--- src/rtl/core/plob_pkg.sv ---
// Shared types, codes and helpers for the price level order book.
// Used by plob_cell and price_level_order_book; depends on nothing.
package plob_pkg;

  localparam int unsigned MaxLevelsDef = 64;
  localparam int unsigned MaxOrdersDef = 256;

  // Operation codes of an input word
  localparam logic [1:0] OpAdd    = 2'd0;
  localparam logic [1:0] OpCancel = 2'd1;

  // Status codes of a result word
  localparam logic [2:0] StOk        = 3'd0;
  localparam logic [2:0] StNotFound  = 3'd1;
  localparam logic [2:0] StDuplicate = 3'd2;
  localparam logic [2:0] StLevelFull = 3'd3;
  localparam logic [2:0] StOrderFull = 3'd4;

  // One resting order held by a cell
  typedef struct packed {
    logic        used;
    logic [31:0] id;
    logic [31:0] px;
    logic [31:0] qty;
  } entry_t;

  typedef enum logic [1:0] {
    CELL_HOLD,
    CELL_INSERT,
    CELL_DELETE,
    CELL_SORT
  } cell_cmd_e;

  // Broadcast control from the sequencer to every cell
  typedef struct packed {
    cell_cmd_e   cmd;
    logic        phase;
    logic        side;
    logic [31:0] key_id;
    logic [31:0] key_px;
    entry_t      new_ent;
  } cell_ctl_t;

  typedef enum logic [2:0] {
    ST_IDLE,
    ST_LOOK,
    ST_CHECK,
    ST_APPLY,
    ST_RESP,
    ST_SORT
  } state_e;

  // True when price a ranks strictly ahead of price b on the given side
  function automatic logic better(input logic side, input logic [31:0] a,
                                  input logic [31:0] b);
    logic r;
    r = side ? (a < b) : (a > b);
    return r;
  endfunction

endpackage

--- src/rtl/core/plob_cell.sv ---
// One cell of the sorted order chain: holds one order, shifts with neighbors.
// Depends on plob_pkg.
module plob_cell #(
  parameter int unsigned Idx  = 0,
  parameter int unsigned IdxW = 8
) (
  input  logic                clk_i,
  input  logic                rst_ni,
  input  plob_pkg::cell_ctl_t ctl_i,
  input  logic [IdxW-1:0]     hit_idx_i,
  input  plob_pkg::entry_t    left_i,
  input  logic                left_before_i,
  input  plob_pkg::entry_t    right_i,
  output plob_pkg::entry_t    ent_o,
  output logic                before_o,
  output logic                id_hit_o,
  output logic                px_hit_o
);
  import plob_pkg::*;

  localparam logic OddCell = 1'(Idx % 2);

  logic   used_q;
  entry_t pay_q;
  entry_t cur;
  entry_t nxt_d;

  assign cur      = '{used: used_q, id: pay_q.id, px: pay_q.px, qty: pay_q.qty};
  assign ent_o    = cur;
  assign before_o = !used_q || better(ctl_i.side, ctl_i.new_ent.px, pay_q.px);
  assign id_hit_o = used_q && (pay_q.id == ctl_i.key_id);
  assign px_hit_o = used_q && (pay_q.px == ctl_i.key_px);

  // Pick the next content: hold, take new word, or take a neighbor's
  always_comb begin
    nxt_d = cur;
    case (ctl_i.cmd)
      CELL_INSERT: begin
        if (before_o) nxt_d = left_before_i ? left_i : ctl_i.new_ent;
      end
      CELL_DELETE: begin
        if (IdxW'(Idx) >= hit_idx_i) nxt_d = right_i;
      end
      CELL_SORT: begin
        if (OddCell == ctl_i.phase) begin
          if (right_i.used && used_q && better(ctl_i.side, right_i.px, pay_q.px))
            nxt_d = right_i;
        end else begin
          if (left_i.used && used_q && better(ctl_i.side, pay_q.px, left_i.px))
            nxt_d = left_i;
        end
      end
      default: nxt_d = cur;
    endcase
  end

  // Occupancy flag
  always_ff @(posedge clk_i or negedge rst_ni) begin
    if (!rst_ni) begin
      used_q <= 1'b0;
    end else begin
      used_q <= nxt_d.used;
    end
  end

  // Order payload
  always_ff @(posedge clk_i) begin
    pay_q <= nxt_d;
  end

endmodule

--- config.mk ---
export PLATFORM = sky130hd
export DESIGN_NAME = plob_cell
export DESIGN_NICKNAME = d
export VERILOG_FILES = /design/src/rtl/core/plob_pkg.sv /design/src/rtl/core/plob_cell.sv
export SDC_FILE = /design/constraint.sdc
export NUM_CORES = 1
export LEC_CHECK = 0
export ABC_AREA = 0
export BUFFER_PORTS_ARGS = -buffer_cell sky130_fd_sc_hd__buf_2
export CAP_MARGIN = 40
export CORE_AREA = 2 2 184 186
export DETAILED_ROUTE_END_ITERATION = 10
export DIE_AREA = 0 0 186 188
export PLACE_DENSITY_LB_ADDON = 0.1
export SLEW_MARGIN = 10
export SYNTH_ARGS = -nofsm -noshare
export SYNTH_HDL_FRONTEND = slang
export SYNTH_SLANG_ARGS = --single-unit
--- constraint.sdc ---
create_clock -name clk_i -period 4.5 [get_ports clk_i]
set_input_delay 0.9 -clock clk_i [delete_from_list [all_inputs] [get_ports clk_i]]
set_output_delay 0.9 -clock clk_i [all_outputs]
set_load 0.02 [all_outputs]
## After elaboration in Yosys (flattened, before gate mapping)

Cells that the tools add are included.

| storage, ports and cells | value |
|---|---|
| register bits after elaboration | 97 |
| output and inout port bits | 100 |
| word-level logic and storage cells | 40 |

| cells by class | value |
|---|---|
| $lt $le $gt $ge | 7 |
| eq/ne operators | 9 |
| mux-type cells | 10 |
| reductions and logical operators | 10 |

Operators with widths:

| operator | number |
|---|---|
| 97-bit two-way mux | 6 |
| 97-bit one-hot mux with 3 select lines | 1 |
| 32-bit greater-than comparator | 3 |
| 32-bit less-than comparator | 3 |
| 32-bit == test | 2 |
| 1-bit by 8-bit greater-or-equal comparator with 1-bit output (first input constant) | 1 |
| 1-bit logical AND | 6 |
| 3-bit inequality test (second input constant) | 2 |
| 5-bit AND reduction | 1 |
| 2-bit == test (second input constant) | 2 |
| 2-bit inequality test (second input constant) | 2 |
| 1-bit two-way mux | 3 |
| 3-bit nonzero test | 1 |
| 2-bit by 1-bit == test with 1-bit output (second input constant) | 1 |
| 1-bit logical NOT | 1 |
| 1-bit logical OR | 1 |

## Depth between registers and ports, before layout

| depth | value |
|---|---|
| word-level depth | 6 |
| gate-level depth with buffers | 10 |
| gate-level depth less buffers | 10 |

## Least setup slack after synthesis

No wires, ideal clock.

| timing | value |
|---|---|
| kind | input port to flip-flop |
| start point | input ctl_i[49] (netlist name) |
| end point | register used_q |
| library setup time | 0.127 ns |
| arrival time | 4.267 ns |
| data required time | 4.373 ns |
| slack | 0.106 ns |
| cell stages on the path | 9 |
| path buffers | 0 |
| cells stage by stage | ha_1 -> a21o_1 -> a221o_1 -> a22oi_1 -> nand2_1 -> or4b_1 -> nand3_1 -> o311a_2 -> mux2_4 |

| between the ends | value |
|---|---|
| word-level cells in the longest chain between the ends | 5 |
| elaborated cells on any way between the ends | 6 |
| classes of those cells | order compare: 2; eq/ne: 1; mux: 1; reduce/logical: 2 |

Ends and longest elaborated chain:

| item | RTL line | RTL |
|---|---|---|
| start: declaration | plob_cell.sv:9 | `input plob_pkg::cell_ctl_t ctl_i,` |
| 32-bit greater-than comparator / 32-bit less-than comparator (equally long branches) | plob_pkg.sv:57 | `r = side ? (a < b) : (a > b);` |
| 1-bit two-way mux (*) | plob_pkg.sv:57 |  |
| 1-bit logical OR (*) | plob_cell.sv:30 | `assign before_o = !used_q \|\| better(ctl_i.side, ctl_i.new_ent.px, pay_q.px);` |
| via before_o | plob_cell.sv:15 | `output logic before_o,` |
| 2-bit inequality test (no line) (*) | - |  |
| 5-bit AND reduction (no line) (*) | - |  |
| end signal: assignment | plob_cell.sv:62 | `used_q <= nxt_d.used;` |
| end: declaration | plob_cell.sv:23 | `logic used_q;` |

Mark *: on every way through the listed nets, which the timed path passes. The rest lies on a longest branch.
A chain may end at the register's enable or synchronous reset.

## Final worst setup path

| timing | value |
|---|---|
| start point | input ctl_i[47] (netlist name) |
| end point | output before_o |

| between the ends | value |
|---|---|
| word-level cells in the longest chain between the ends | 3 |
| elaborated cells on any way between the ends | 4 |
| classes of those cells | order compare: 2; mux: 1; reduce/logical: 1 |

Ends and longest elaborated chain:

| item | RTL line |
|---|---|
| 32-bit greater-than comparator / 32-bit less-than comparator (equally long branches) | plob_pkg.sv:57 |
| 1-bit two-way mux (*) | plob_pkg.sv:57 |
| 1-bit logical OR (*) | plob_cell.sv:30 |
| end: declaration | plob_cell.sv:15 |

Every way passes the cells marked *; elsewhere a longest branch is shown, timed or not.

==> flow_summary.toml <==
[status]
status = "completed"

[placement]
port_buffers = 469
dp_hpwl_mm = 30.9
dp_cells = 1930
gp_congestion = 0.880

[setup_path]
r2r-end = "used_q"
path_max_fanout = 3
crit_type = "input pin to output port"
r2r_cells = 11
worstReg2RegStart = "ent_o[40]"
rrSetupSlack_ns = 1.02
endpoint_kind = "output port"
critPathRequiredTime_ns = 3.60
worst_setup_path_startpoint = "ctl_i[47]"
critPathLaunchType = "input pin"
worstPathArrival_ns = 3.07
worstSetupEndpoint = "before_o"

[synthesis]
synthesis.area_mm2 = 0.00901
postSynth.asyncResetShare_pct = 1.03
synth-simple-area-share_pct = 21.6
post-synth-top-count-cell = "nand2_1"
synth_edf_count = 96
synth_adder_area_share_pct = 13.3
ys_seq_elements = 97
synth_cells = 1067
synthesis.nets = 1533
synth_mux_area_share_pct = 0.278
yosysUniqueCellTypes = 50
synth_compound_area_share_pct = 20.6
ys_seq_area_share_pct = 32.3
synth-xor-area-share_pct = 6.12
ys.flop_type = "edfxtp_1"
yosysTopAreaCellShare_pct = 32.0
synthTopCellsByCount = "221 x nand2_1, 98 x a31oi_1, 98 x nor2b_1"
synth_top_area_cell = "edfxtp_1"
postSynthAreaPerCell_um2 = 8.45
ys_top_cells_by_area = "edfxtp_1 32%, ha_1 13%, nand2_1 9.2%"
synth_top_family_by_area = "simple AND/OR/NAND/NOR gates"
yosysWarnings = 0

[min_path]
worst_hold_path_type = "input pin to async pin"

[power_and_ir_drop]
ir_worst_vdd_mv = 0.160
p_per_area_mw_per_mm2 = 252
p_leak_nw = 5.54

[sta]
worst_slew_pin_slew_ns = 0.797
finalCritPeriodShare_pct = 88.3
rsz0062_at_grt = "no"
hold_viol = 0
fin_tns_setup_ns = 0
clock_skew_ns = 0.0113
setup_viol = 0
period_minus_slack_ns = 3.97
relSlewSlack_pct = 46.5
fmax_mhz = 252
slew_violations = 0

[routing]
dr_total_vias = 9635
first_iter_violations = 530
drtPass1Iterations = 5
drtAntennaViolNets = 0
drc = 0
avgViaCountPerCell = 4.93
routedWlPerCell_um = 19.8
routed_wl_mm = 38.7

[final_layout]
syn_to_final_growth_pct = 34.9
drive_above_1_share_pct = 33.8
fillers = 3505
finalNetCount = 1959
fin_cells = 1954

[floorplanning]
dieArea_mm2 = 0.0350
core_mm2 = 0.0331
die_w_um = 186
die_h_um = 188
io_pins = 470
num_rows = 67
start_util_pct = 27.2

[clocking]
cts_resized = 0
cts_max_path_buffers = 2
clock_sinks = 97
numCtsBuffers = 9
cts_max_level = 3
cts_tree = "built"
path_clk_slew_ns = 0.08
clk_latency_ns = 0.36
hold_buffers = 0
cts_root_buffer = "clkbuf_16"
cts_setup_buffers = 0

[global_routing]
grt_pass1_wl_mm = 55.4
grt_max_degree = 81
grt_remaining_overflow = 0
antenna_found_initial = 13
grt_usage_pct = 21.2
grt_pass1_vias = 9189

[job]
drv_cap = 0
-- critical path, cell delays in order --
cell     delay, ns
buf_2         0.12
ha_1          0.30
nand4_1       0.16
nor4_1        0.65
o21ai_1       0.14
a31oi_1       0.28
or4b_1        0.16
nand3_1       0.11
buf_2         0.24
-- logic make-up (layout without fill, tap and decap cells) --
family	count (synthesis)	in the layout
simple gates	402	402
compound gates	275	275
buf+inv	132	563
flops	97	97
fa+ha+maj	96	96
xor+xnor	63	63
mux	2	2
other cells	0	8
-- metrics by stage --
step	utilization, %	power, W	setup WS (ns)	instance area [µm²]	hold slack [ns]
2_1_floorplan	-	0.00180	0.106	9010	0.589
3_3_place_gp	35.7	0.00228	0.547	11800	0.679
3_5_place_dp	35.8	0.00229	0.527	11800	0.679
4_1_cts	36.6	0.00310	0.528	12100	0.290
5_1_grt	36.7	0.00324	0.359	12100	0.295
6_report	36.7	0.00306	0.528	12200	0.304
-- flip-flops by register name, summed over array words and instances (netlist names) --
name	cells
ent_o	96
used_q	1
-- layer usage --
layer,share of wire [%],global-route usage (%),vias to the layer above
met5,0.16,0,-
met4,2.0,5.75,10
met3,7.1,4.64,46
met2,47,34.8,341
met1,44,27.9,4465
li1,-,-,4773
-- placed cells by master, fill, tap and decap left out, types with 9 or more instances in the layout --
master	Yosys	layout
a211oi_1	97	97
a21oi_1	38	38
a31oi_1	98	98
buf_2	0	467
clkbuf_16	0	9
edfxtp_1	96	96
ha_1	96	96
inv_1	67	67
nand2_1	221	220
nand3_1	14	14
nand4_1	23	23
nor2_1	12	12
nor2b_1	98	98
nor4_1	15	15
o21ai_0	12	12
xnor2_1	31	31
xor2_1	32	32
-- where the power goes --
part	total, W	switching [W]	internal [W]
sequential	0.00120	0.0000929	0.00111
combinational	0.00106	0.000624	0.000438
clock	0.000799	0.000412	0.000387
-- worst min path at each step --
stage	from	to	slack, ns
2_1_floorplan	used_q	used_q	0.59
3_3_place_gp	rst_ni	used_q	0.68
3_5_place_dp	rst_ni	used_q	0.68
4_1_cts	rst_ni	used_q	0.29
5_1_grt	rst_ni	used_q	0.29
6_report	rst_ni	used_q	0.30
-- final cells by class --
class	count	area, µm²	share of cell area [%]
Sequential cell	97	2910	23.9
Timing Repair Buffer	480	2520	20.8
Inverter	67	251	2.07
Tap cell	448	561	4.61
Clock buffer	9	225	1.85
Clock inverter	7	60.1	0.494
Antenna cell	8	20.0	0.165
Multi-Input combinational cell	838	5600	46.1
(Power assumes the default switching activity.)
